$ cat src/rtl/bsrc_pkg.sv
// ---------------------------------------------------------------------------
// bsrc_pkg: shared definitions for the batch send retry controller
// Request codes, result codes, statistics indices, register map and the
// result record that travels from the core to the output stage.
// ---------------------------------------------------------------------------
`default_nettype none

package bsrc_pkg;

   // Request kinds carried in tuser
   localparam logic [2:0] OP_ARRIVE    = 3'd0;
   localparam logic [2:0] OP_TICK      = 3'd1;
   localparam logic [2:0] OP_OUTCOME   = 3'd2;
   localparam logic [2:0] OP_SHUTDOWN  = 3'd3;
   localparam logic [2:0] OP_READ_STAT = 3'd4;

   // Result status codes
   localparam logic [1:0] ST_OK        = 2'd0;
   localparam logic [1:0] ST_FULL      = 2'd1;
   localparam logic [1:0] ST_REJECTED  = 2'd2;
   localparam logic [1:0] ST_IGNORED   = 2'd3;

   // Statistics counter indices
   localparam int STAT_COUNT = 8;
   localparam int STAT_EMITTED   = 0;
   localparam int STAT_DROP_FULL = 1;
   localparam int STAT_DROP_ERR  = 2;
   localparam int STAT_SENT      = 3;
   localparam int STAT_2XX       = 4;
   localparam int STAT_4XX       = 5;
   localparam int STAT_RETRY     = 6;
   localparam int STAT_NET_ERR   = 7;

   // Register map
   localparam logic [2:0] CSR_BATCH_SIZE    = 3'd0;
   localparam logic [2:0] CSR_AGE_LIMIT     = 3'd1;
   localparam logic [2:0] CSR_MAX_RETRIES   = 3'd2;
   localparam logic [2:0] CSR_BACKOFF_INIT  = 3'd3;
   localparam logic [2:0] CSR_BACKOFF_MAX   = 3'd4;

   // Register reset values
   localparam logic [9:0]  RST_BATCH_SIZE   = 10'd512;
   localparam logic [15:0] RST_AGE_LIMIT    = 16'd100;
   localparam logic [7:0]  RST_MAX_RETRIES  = 8'd5;
   localparam logic [31:0] RST_BACKOFF_INIT = 32'd1000;
   localparam logic [31:0] RST_BACKOFF_MAX  = 32'd30000;

   // HTTP status boundaries
   localparam logic [9:0] HTTP_NET_FAIL   = 10'd0;
   localparam logic [9:0] HTTP_2XX_LO     = 10'd200;
   localparam logic [9:0] HTTP_2XX_HI     = 10'd300;
   localparam logic [9:0] HTTP_TOO_MANY   = 10'd429;
   localparam logic [9:0] HTTP_5XX_LO     = 10'd500;
   localparam logic [9:0] HTTP_5XX_HI     = 10'd600;

   // Width of the item counts shown on the result channel
   localparam int COUNT_W = 11;
   localparam int SHIFT_LIMIT = 32;

   typedef logic [STAT_COUNT-1:0] stat_bump_type;

   // Result record, first member in the highest bits
   typedef struct packed {
      logic [63:0]        stat_value;
      logic [7:0]         attempt;
      logic               retry_wait;
      logic               busy;
      logic [COUNT_W-1:0] held_count;
      logic [COUNT_W-1:0] send_count;
      logic               send_start;
      logic [1:0]         status;
   } rsp_type;

endpackage

`default_nettype wire

$ cat src/rtl/bsrc_stats.sv
// ---------------------------------------------------------------------------
// bsrc_stats: statistics counter bank
// Eight wrapping 64-bit counters. Each counter has its own adder; the sent
// and dropped-error counters add a batch size, the others count by one.
// ---------------------------------------------------------------------------
`default_nettype none

module bsrc_stats
   import bsrc_pkg::*;
#(
   parameter int AmountW = 11
) (
   input  wire logic               clock,
   input  wire logic               reset,
   input  wire stat_bump_type      bump,
   input  wire logic [AmountW-1:0] amount,
   input  wire logic [2:0]         rd_sel,
   output logic      [63:0]        rd_value
);

   logic [63:0] counters_ff [STAT_COUNT];
   logic [63:0] counters_in [STAT_COUNT];

   // Next value of every counter.
   always_comb begin
      for (int i = 0; i < STAT_COUNT; i++) begin
         if (!bump[i]) begin
            counters_in[i] = counters_ff[i];
         end else if (i == STAT_SENT || i == STAT_DROP_ERR) begin
            counters_in[i] = counters_ff[i] + 64'(amount);
         end else begin
            counters_in[i] = counters_ff[i] + 64'd1;
         end
      end
   end

   always_ff @(posedge clock) begin
      for (int i = 0; i < STAT_COUNT; i++) begin
         if (reset) begin
            counters_ff[i] <= '0;
         end else begin
            counters_ff[i] <= counters_in[i];
         end
      end
   end

   assign rd_value = counters_ff[rd_sel];

endmodule

`default_nettype wire

$ cat src/rtl/bsrc_core.sv
// ---------------------------------------------------------------------------
// bsrc_core: batch and retry state with configuration registers
// Applies one accepted request per cycle to the batch state, works out the result
// record and the statistics updates, then runs the send start check.
// ---------------------------------------------------------------------------
`default_nettype none

module bsrc_core
   import bsrc_pkg::*;
#(
   parameter int PENDING_CAPACITY = 1024,
   localparam int HeldW = $clog2(PENDING_CAPACITY + 1)
) (
   input  wire logic             clock,
   input  wire logic             reset,
   input  wire logic             csr_wen,
   input  wire logic [2:0]       csr_index,
   input  wire logic [31:0]      csr_wdata,
   input  wire logic             req_fire,
   input  wire logic [2:0]       req_op,
   input  wire logic [9:0]       req_code,
   input  wire logic [2:0]       req_sel,
   input  wire logic [63:0]      stat_rd_value,
   output logic      [2:0]       stat_rd_sel,
   output stat_bump_type         stat_bump,
   output logic      [HeldW-1:0] stat_amount,
   output rsp_type               rsp
);

   localparam int CmpW = (HeldW > 10) ? HeldW : 10;
   localparam int ExtW = (HeldW > COUNT_W) ? HeldW : COUNT_W;

   // Configuration registers
   logic [9:0]  batch_size_ff;
   logic [15:0] age_limit_ff;
   logic [7:0]  max_retries_ff;
   logic [31:0] backoff_init_ff;
   logic [31:0] backoff_max_ff;

   // Batch state
   logic [HeldW-1:0] held_ff, held_in;
   logic             age_run_ff, age_run_in;
   logic [15:0]      age_ff, age_in;
   logic             sending_ff, sending_in;
   logic [HeldW-1:0] scount_ff, scount_in;
   logic [7:0]       fails_ff, fails_in;
   logic [31:0]      delay_ff, delay_in;
   logic             armed_ff, armed_in;
   logic             stopping_ff, stopping_in;

   logic [63:0]      shifted;
   logic             backoff_over;
   logic [31:0]      backoff;
   logic [8:0]       fail_next;
   logic [ExtW-1:0]  held_ext;
   logic [ExtW-1:0]  start_ext;

   // Register writes
   always_ff @(posedge clock) begin
      if (reset) begin
         batch_size_ff   <= RST_BATCH_SIZE;
         age_limit_ff    <= RST_AGE_LIMIT;
         max_retries_ff  <= RST_MAX_RETRIES;
         backoff_init_ff <= RST_BACKOFF_INIT;
         backoff_max_ff  <= RST_BACKOFF_MAX;
      end else if (csr_wen) begin
         case (csr_index)
            CSR_BATCH_SIZE:   batch_size_ff   <= csr_wdata[9:0];
            CSR_AGE_LIMIT:    age_limit_ff    <= csr_wdata[15:0];
            CSR_MAX_RETRIES:  max_retries_ff  <= csr_wdata[7:0];
            CSR_BACKOFF_INIT: backoff_init_ff <= csr_wdata;
            CSR_BACKOFF_MAX:  backoff_max_ff  <= csr_wdata;
            default: ;
         endcase
      end
   end

   // Backoff delay for the next retry: initial value doubled per earlier failure,
   // capped at the maximum and saturated to it when the shift overflows.
   always_comb begin
      shifted      = {32'd0, backoff_init_ff} << fails_ff[4:0];
      backoff_over = (fails_ff >= 8'(SHIFT_LIMIT)) || (shifted[63:32] != 32'd0) ||
                     (shifted[31:0] > backoff_max_ff);
      backoff      = backoff_over ? backoff_max_ff : shifted[31:0];
      fail_next    = {1'b0, fails_ff} + 9'd1;
   end

   // Request handling followed by the send start check.
   always_comb begin
      logic finish;
      logic retry;
      logic drop;
      logic [31:0] delay_dec;

      finish      = 1'b0;
      retry       = 1'b0;
      drop        = 1'b0;
      delay_dec   = '0;
      held_in     = held_ff;
      age_run_in  = age_run_ff;
      age_in      = age_ff;
      sending_in  = sending_ff;
      scount_in   = scount_ff;
      fails_in    = fails_ff;
      delay_in    = delay_ff;
      armed_in    = armed_ff;
      stopping_in = stopping_ff;
      stat_bump   = '0;
      stat_amount = scount_ff;
      stat_rd_sel = req_sel;
      rsp         = '0;
      rsp.status  = ST_OK;

      case (req_op)
         OP_ARRIVE: begin
            if (stopping_ff) begin
               rsp.status = ST_REJECTED;
            end else if (held_ff >= HeldW'(PENDING_CAPACITY)) begin
               rsp.status = ST_FULL;
               stat_bump[STAT_DROP_FULL] = 1'b1;
            end else begin
               held_in = held_ff + HeldW'(1);
               stat_bump[STAT_EMITTED] = 1'b1;
               if (!age_run_ff) begin
                  age_run_in = 1'b1;
                  age_in     = '0;
               end
            end
         end
         OP_TICK: begin
            if (age_run_ff && age_ff != 16'hFFFF) begin
               age_in = age_ff + 16'd1;
            end
            // Retry delay count-down; the resend starts when it reaches zero.
            if (armed_ff && !sending_ff) begin
               delay_dec = (delay_ff != 32'd0) ? delay_ff - 32'd1 : 32'd0;
               delay_in  = delay_dec;
               if (delay_dec == 32'd0) begin
                  armed_in = 1'b0;
                  if (held_ff != '0) begin
                     sending_in     = 1'b1;
                     scount_in      = held_ff;
                     age_run_in     = 1'b0;
                     age_in         = '0;
                     rsp.send_start = 1'b1;
                     start_ext      = ExtW'(held_ff);
                  end
               end
            end
         end
         OP_OUTCOME: begin
            if (!sending_ff) begin
               rsp.status = ST_IGNORED;
            end else begin
               if (req_code == HTTP_NET_FAIL) begin
                  stat_bump[STAT_NET_ERR] = 1'b1;
                  retry = 1'b1;
               end else if (req_code >= HTTP_2XX_LO && req_code < HTTP_2XX_HI) begin
                  stat_bump[STAT_2XX]  = 1'b1;
                  stat_bump[STAT_SENT] = 1'b1;
                  finish = 1'b1;
               end else if (req_code == HTTP_TOO_MANY ||
                            (req_code >= HTTP_5XX_LO && req_code < HTTP_5XX_HI)) begin
                  stat_bump[STAT_RETRY] = 1'b1;
                  retry = 1'b1;
               end else begin
                  stat_bump[STAT_4XX] = 1'b1;
                  drop = 1'b1;
               end
               if (retry) begin
                  if (fail_next > {1'b0, max_retries_ff}) begin
                     drop = 1'b1;
                  end else begin
                     fails_in = fail_next[7:0];
                     delay_in = backoff;
                     armed_in = 1'b1;
                  end
               end
               if (drop) begin
                  stat_bump[STAT_DROP_ERR] = 1'b1;
                  finish = 1'b1;
               end
               // Only the items that were in flight leave the store.
               if (finish) begin
                  held_in  = (held_ff >= scount_ff) ? held_ff - scount_ff : '0;
                  fails_in = '0;
                  armed_in = 1'b0;
                  delay_in = '0;
               end
               sending_in = 1'b0;
               scount_in  = '0;
            end
         end
         OP_SHUTDOWN: begin
            stopping_in = 1'b1;
         end
         OP_READ_STAT: begin
            rsp.stat_value = stat_rd_value;
         end
         default: ;
      endcase

      // Send start check on the updated state.
      if (!sending_in && !armed_in && held_in != '0 &&
          (CmpW'(held_in) >= CmpW'(batch_size_ff) ||
           (age_run_in && age_in >= age_limit_ff) || stopping_in)) begin
         sending_in     = 1'b1;
         scount_in      = held_in;
         age_run_in     = 1'b0;
         age_in         = '0;
         rsp.send_start = 1'b1;
      end

      held_ext        = ExtW'(held_in);
      start_ext       = rsp.send_start ? ExtW'(scount_in) : '0;
      rsp.send_count  = start_ext[COUNT_W-1:0];
      rsp.held_count  = held_ext[COUNT_W-1:0];
      rsp.busy        = sending_in;
      rsp.retry_wait  = armed_in;
      rsp.attempt     = fails_in;
      if (!req_fire) begin
         stat_bump = '0;
      end
   end

   // State update on each accepted request
   always_ff @(posedge clock) begin
      if (reset) begin
         held_ff     <= '0;
         age_run_ff  <= 1'b0;
         age_ff      <= '0;
         sending_ff  <= 1'b0;
         scount_ff   <= '0;
         fails_ff    <= '0;
         delay_ff    <= '0;
         armed_ff    <= 1'b0;
         stopping_ff <= 1'b0;
      end else if (req_fire) begin
         held_ff     <= held_in;
         age_run_ff  <= age_run_in;
         age_ff      <= age_in;
         sending_ff  <= sending_in;
         scount_ff   <= scount_in;
         fails_ff    <= fails_in;
         delay_ff    <= delay_in;
         armed_ff    <= armed_in;
         stopping_ff <= stopping_in;
      end
   end

endmodule

`default_nettype wire

$ cat src/rtl/bsrc_skid.sv
// ---------------------------------------------------------------------------
// bsrc_skid: result register with skid stage
// Holds the result being offered and catches one more while the receiver
// stalls, so that the request side keeps moving for one extra request.
// ---------------------------------------------------------------------------
`default_nettype none

module bsrc_skid
   import bsrc_pkg::*;
(
   input  wire logic    clock,
   input  wire logic    reset,
   input  wire logic    in_valid,
   output logic         in_ready,
   input  wire rsp_type in_data,
   output logic         out_valid,
   input  wire logic    out_ready,
   output rsp_type      out_data
);

   logic    out_valid_ff, out_valid_in;
   logic    skid_valid_ff, skid_valid_in;
   rsp_type out_data_ff, out_data_in;
   rsp_type skid_data_ff, skid_data_in;
   logic    in_fire;

   assign in_ready = !skid_valid_ff;
   assign in_fire  = in_valid && in_ready;

   // Refill the output register when it is empty or being taken.
   always_comb begin
      out_valid_in  = out_valid_ff;
      out_data_in   = out_data_ff;
      skid_valid_in = skid_valid_ff;
      skid_data_in  = skid_data_ff;
      if (!out_valid_ff || out_ready) begin
         out_valid_in  = skid_valid_ff || in_fire;
         out_data_in   = skid_valid_ff ? skid_data_ff : in_data;
         skid_valid_in = 1'b0;
      end else if (in_fire) begin
         skid_valid_in = 1'b1;
         skid_data_in  = in_data;
      end
   end

   always_ff @(posedge clock) begin
      if (reset) begin
         out_valid_ff  <= 1'b0;
         skid_valid_ff <= 1'b0;
      end else begin
         out_valid_ff  <= out_valid_in;
         skid_valid_ff <= skid_valid_in;
      end
   end

   always_ff @(posedge clock) begin
      out_data_ff  <= out_data_in;
      skid_data_ff <= skid_data_in;
   end

   assign out_valid = out_valid_ff;
   assign out_data  = out_data_ff;

endmodule

`default_nettype wire

$ cat src/rtl/batch_send_retry_controller.sv
// ---------------------------------------------------------------------------
// batch_send_retry_controller: batching sender with exponential backoff retry
//
// Requests arrive on the req_ stream; tuser carries the request kind (item
// arrival, millisecond tick, send outcome, shutdown, statistic read) and
// tdata the HTTP status and the statistic index. Each request gives exactly
// one result on the rsp_ stream: status, send start and size, pending count,
// in-flight and backoff flags, retry attempt and the statistic read.
// Registers must be written on the csr_ port only while no request is
// outstanding; the user is bound by this, the block does not enforce it.
// One request is accepted every cycle while req_tready is high; the whole
// update passes once through the core between state and result registers.
// When the receiver stalls, the result register holds and a skid stage takes
// one more request, after which req_tready falls until the stall clears.
// Synchronous reset clears the batch state and the eight 64-bit statistics
// counters and loads the register defaults (512, 100, 5, 1000, 30000).
// ---------------------------------------------------------------------------
`default_nettype none

module batch_send_retry_controller
   import bsrc_pkg::*;
#(
   parameter int PENDING_CAPACITY = 1024
) (
   input  wire logic         clock,
   input  wire logic         reset,
   // Configuration
   input  wire logic         csr_wen,
   input  wire logic [2:0]   csr_index,
   input  wire logic [31:0]  csr_wdata,
   // Requests
   input  wire logic         req_tvalid,
   output logic              req_tready,
   input  wire logic [15:0]  req_tdata,  // result_code[9:0], stat_index[12:10], zero
   input  wire logic [2:0]   req_tuser,  // operation[2:0]
   // Results
   output logic              rsp_tvalid,
   input  wire logic         rsp_tready,
   // status[1:0], send_start[2], send_count[13:3], held_count[24:14],
   // busy[25], retry_wait[26], attempt[34:27], stat_value[98:35], zero
   output logic [103:0]      rsp_tdata
);

   localparam int HeldW = $clog2(PENDING_CAPACITY + 1);
   localparam int PadW  = 104 - $bits(rsp_type);

   logic             req_fire;
   logic [2:0]       stat_rd_sel;
   logic [63:0]      stat_rd_value;
   stat_bump_type    stat_bump;
   logic [HeldW-1:0] stat_amount;
   rsp_type          core_rsp;
   rsp_type          out_rsp;

   assign req_fire = req_tvalid && req_tready;

   bsrc_core #(
      .PENDING_CAPACITY(PENDING_CAPACITY)
   ) u_core (
      .clock         (clock),
      .reset         (reset),
      .csr_wen       (csr_wen),
      .csr_index     (csr_index),
      .csr_wdata     (csr_wdata),
      .req_fire      (req_fire),
      .req_op        (req_tuser),
      .req_code      (req_tdata[9:0]),
      .req_sel       (req_tdata[12:10]),
      .stat_rd_value (stat_rd_value),
      .stat_rd_sel   (stat_rd_sel),
      .stat_bump     (stat_bump),
      .stat_amount   (stat_amount),
      .rsp           (core_rsp)
   );

   bsrc_stats #(
      .AmountW(HeldW)
   ) u_stats (
      .clock    (clock),
      .reset    (reset),
      .bump     (stat_bump),
      .amount   (stat_amount),
      .rd_sel   (stat_rd_sel),
      .rd_value (stat_rd_value)
   );

   bsrc_skid u_skid (
      .clock     (clock),
      .reset     (reset),
      .in_valid  (req_tvalid),
      .in_ready  (req_tready),
      .in_data   (core_rsp),
      .out_valid (rsp_tvalid),
      .out_ready (rsp_tready),
      .out_data  (out_rsp)
   );

   assign rsp_tdata = {{PadW{1'b0}}, out_rsp};

   // A send is never in flight while a retry delay runs.
   a_flight_xor_backoff: assert property (@(posedge clock) disable iff (reset)
      rsp_tvalid |-> !(out_rsp.busy && out_rsp.retry_wait))
      else $error("in-flight send and armed backoff at the same time");

   // A started send is in flight after its step.
   a_start_in_flight: assert property (@(posedge clock) disable iff (reset)
      (rsp_tvalid && out_rsp.send_start) |-> out_rsp.busy)
      else $error("send started without being in flight");

   // Back-pressure on requests only while a result waits.
   a_stall_has_result: assert property (@(posedge clock) disable iff (reset)
      !req_tready |-> (rsp_tvalid && $past(rsp_tvalid)))
      else $error("request side stalled with no result waiting");

endmodule

`default_nettype wire

$ cat config.mk
export PLATFORM = sky130hd
export DESIGN_NAME = batch_send_retry_controller
export DESIGN_NICKNAME = d
export VERILOG_FILES = /design/src/rtl/bsrc_pkg.sv /design/src/rtl/bsrc_stats.sv /design/src/rtl/bsrc_core.sv /design/src/rtl/bsrc_skid.sv /design/src/rtl/batch_send_retry_controller.sv
export SDC_FILE = /design/constraint.sdc
export NUM_CORES = 2
export LEC_CHECK = 0
export ABC_AREA = 1
export BUFFER_PORTS_ARGS = -buffer_cell sky130_fd_sc_hd__buf_2
export CAP_MARGIN = 20
export CORE_ASPECT_RATIO = 0.9
export CORE_MARGIN = 3
export CORE_UTILIZATION = 42
export CTS_CLUSTER_SIZE = 8
export DETAILED_ROUTE_END_ITERATION = 8
export PLACE_DENSITY = 0.67
export SKIP_CTS_REPAIR_TIMING = 1
export SYNTH_ARGS = -nofsm -noshare
export SYNTH_HDL_FRONTEND = slang
export SYNTH_SLANG_ARGS = --single-unit
$ cat constraint.sdc
create_clock -name clock -period 22.4 [get_ports clock]
set_input_delay 2.24 -clock clock [delete_from_list [all_inputs] [get_ports clock]]
set_output_delay 2.24 -clock clock [all_outputs]
set_load 0.03 [all_outputs]
==> flow_metrics.env <==
export IMPL_critPathRequiredTime_ps=22890
export IMPL_cp_end_kind="flip-flop"
export IMPL_drtPass1Iterations=6
export IMPL_hold_class="reg -> reg"
export IMPL_fill_cells=12886
export IMPL_critPathLaunch="u_core.fails_ff[1]$_SDFFE_PP0P_"
export IMPL_core_area_um2=126000
export IMPL_syn_inst=7992
export IMPL_holdWs_ps=452
export IMPL_wl_mm=195
export IMPL_final_min_clock_period_ps=6700
export IMPL_cpMaxStageDelayCell="dfxtp_1"
export IMPL_hold_depth=1
export IMPL_path_depth=33
export IMPL_async_flop_share_pct=0
export IMPL_drive_gt1_share_pct=6.21
export IMPL_place_gp_congestion=0.976
export IMPL_hold_viol=0
export IMPL_startpoint_type="flip-flop"
export IMPL_ys_seq_elements=892
export IMPL_synth_ff_type="dfxtp_1"
export IMPL_worst_pin_slew_ps=1230
export IMPL_dp_hpwl_mm=145
export IMPL_maxCapViolations=0
export IMPL_pre_cts_ws_ps=15200
export IMPL_numPortBuffers=156
export IMPL_worstSetupPathType="reg -> reg"
export IMPL_cpMostUsedCell="nand2_1"
export IMPL_ant_nets=0
export IMPL_grt_pass1_wl_mm=296
export IMPL_clock_path_buffers=3
export IMPL_wl_per_cell_um=19.9
export IMPL_drv_slew=0
export IMPL_cp_data_arrival_time_ps=7190
export IMPL_grt_usage_pct=28.4
export IMPL_ys_seq_area_share_pct=36.9
export IMPL_grt_pass1_vias=50083
export IMPL_dieArea_um2=132000
export IMPL_yosysUniqueCellTypes=66
export IMPL_timing_setup_tns_ps=0
export IMPL_h_tree_depth=4
export IMPL_die_w_um=383
export IMPL_timing_rr_end="u_skid.out_data[9]$_DFFE_PP_"
export IMPL_cts_root_buffer="clkbuf_16"
export IMPL_reg2reg_from="u_core.fails_ff[1]$_SDFFE_PP0P_"
export IMPL_synth_warnings=0
export IMPL_start_util_pct=42.7
export IMPL_cts_buffers=130
export IMPL_numClockSinks=892
export IMPL_netlist_area_um2=53800
export IMPL_drc_errors=0
export IMPL_syn_to_final_growth_pct=10.8
export IMPL_path_clk_slew_ps=50
export IMPL_crit_end="u_skid.out_data[9]$_DFFE_PP_"
export IMPL_rsz0062_at_grt="false"
export IMPL_fmax_mhz=149
export IMPL_cp_slowest_stage_delay_ps=860
export IMPL_critPathBufInv=1
export IMPL_rrSetupSlack_ps=15700
export IMPL_avgSynthCellArea_um2=6.73
export IMPL_antenna_found_initial=5
export IMPL_fin_nets=8187
export IMPL_peakVddDrop_v=0.0000549
export IMPL_fin_skew_ps=31.5
export IMPL_r2r_cells=33
export IMPL_die_y_um=345
export IMPL_cts_tree="yes"
export IMPL_grt_remaining_overflow=0
export IMPL_total_power_mw=4.09
export IMPL_cp_max_fo=31
export IMPL_worstSkewPairLatency_ps=780
export IMPL_rows=123
export IMPL_drtIter0Drc=6818
export IMPL_p_per_area_nw_per_um2=68.6
export IMPL_cpLargestDelayFamily="simple AND/OR/NAND/NOR gates"
export IMPL_final_common_cell="nand2_1"
export IMPL_fin_ws_ps=15700
export IMPL_layout_common_cells="nand2_1 (1492), inv_1 (1078), o21ai_0 (835), a21oi_1 (830), nor2_1 (761)"
export IMPL_synth_edf_count=198
export IMPL_setup_viol=0
export IMPL_status="complete, no violations"
export IMPL_vias=55283
export IMPL_maxSlewHeadroom_pct=18.0
export IMPL_post_route_period_util_pct=29.9
export IMPL_p_leak_nw=21.4
export IMPL_grt_max_degree=172
export IMPL_viasPerCell=5.66
export IMPL_utilization_pct=47.3
export IMPL_num_io_pins=165
==> metal layers <==
metal / wire length [um] / GRT usage [%] / part of all wire (%) / vias to the layer above
li1: - / - / - / 26883
met1: 89600 / 42.3 / 46 / 25673
met2: 80500 / 41.0 / 41 / 2433
met3: 18600 / 5.37 / 9.6 / 290
met4: 6010 / 9.21 / 3.1 / 4
met5: 34 / 0 / 0.017 / -
==> worst register-to-register path, delay by kind of cell, from the launching register on <==
kind / cells / cell delay (ps)
AO/OA/AOI/OAI: 6 / 840
XOR/XNOR: 1 / 260
adder cells (fa/ha/maj): 3 / 980
buffers and inverters: 1 / 150
flip-flops: 1 / 860
AND/OR/NAND/NOR: 22 / 3340
==> synth_stat cells, types with 132 or more instances <==
cell	instances	area, um2
a21oi_1	830	4150
clkbuf_1	253	950
dfxtp_1	694	13900
edfxtp_1	198	5950
inv_1	1081	4060
nand2_1	1493	5600
nand3_1	347	1740
nand4_1	199	1240
nor2_1	765	2870
nor3_1	408	2040
nor4_1	132	826
o21ai_0	835	4180
==> area by class of cell <==
| type | count | area (um2) | area share, % |
|---|---|---|---|
| clock inverter | 16 | 253 | 0.424 |
| multi-input combinational | 5688 | 28600 | 47.9 |
| sequential | 892 | 19800 | 33.3 |
| timing repair buffer | 201 | 1220 | 2.04 |
| tap | 1687 | 2110 | 3.54 |
| clock buffer | 175 | 3450 | 5.79 |
| antenna | 1 | 2.50 | 0.00420 |
| inverter | 1101 | 4150 | 6.96 |
==> metrics by stage <==
| stage | cell area (um2) | std cells |
|---|---|---|
| 2_1_floorplan | 53800 | 7996 |
| 3_3_place_gp | 55800 | 9564 |
| 3_5_place_dp | 55800 | 9564 |
| 4_1_cts | 59500 | 9755 |
| 5_1_grt | 59600 | 9760 |
| 6_report | 59600 | 9761 |
==> cells by family (layout without fill, tap and decap cells) <==
| group | count (synthesis) | in the layout | share of synthesized area (%) |
|---|---|---|---|
| AND/OR/NAND/NOR | 3555 | 3555 | 29.8 |
| AO/OA/AOI/OAI | 1888 | 1888 | 18.4 |
| buffers and inverters | 1416 | 1493 | 10.1 |
| flip-flops | 892 | 892 | 36.9 |
| adder cells (fa/ha/maj) | 114 | 114 | 2.69 |
| XOR/XNOR | 106 | 106 | 1.73 |
| multiplexers | 20 | 20 | 0.372 |
| other | 1 | 6 | 0.00697 |
==> power by group <==
group          total (mW)  switching, mW  internal, mW  leakage (nW)
clock network        1.86          0.785          1.08          1.79
logic               0.523          0.384         0.139          12.0
registers            1.71         0.0259          1.68          7.67
total                4.09           1.20          2.90          21.4
==> worst min-delay path by stage <==
stage	start	to	slack, ps
floorplan	u_stats.counters_ff[1][15]$_SDFFE_PP0P_	u_stats.counters_ff[1][15]$_SDFFE_PP0P_	420
global route	u_stats.counters_ff[1][41]$_SDFFE_PP0P_	u_stats.counters_ff[1][41]$_SDFFE_PP0P_	470
detailed placement	u_stats.counters_ff[6][32]$_SDFFE_PP0P_	u_stats.counters_ff[6][32]$_SDFFE_PP0P_	450
CTS	u_stats.counters_ff[6][32]$_SDFFE_PP0P_	u_stats.counters_ff[6][32]$_SDFFE_PP0P_	450
global placement	u_stats.counters_ff[1][43]$_SDFFE_PP0P_	u_stats.counters_ff[1][43]$_SDFFE_PP0P_	440
finish	u_stats.counters_ff[1][41]$_SDFFE_PP0P_	u_stats.counters_ff[1][41]$_SDFFE_PP0P_	450
==> state kept, by name, indices dropped and copies added (netlist names) <==
signal,cells
u_core.backoff_init_ff,32
u_core.fails_ff,8
u_core.sending_ff,1
u_core.backoff_max_ff,32
u_core.age_run_ff,1
u_skid.skid_valid_ff,1
u_core.age_ff,16
u_core.delay_ff,32
u_skid.out_valid,1
u_stats.counters_ff,512
u_skid.out_data,99
u_core.held_ff,11
u_core.batch_size_ff,10
u_core.age_limit_ff,16
u_core.max_retries_ff,8
u_skid.skid_data_ff,99
u_core.stat_amount,11
u_core.stopping_ff,1
u_core.armed_ff,1
Power figures use the tool's default switching activity.
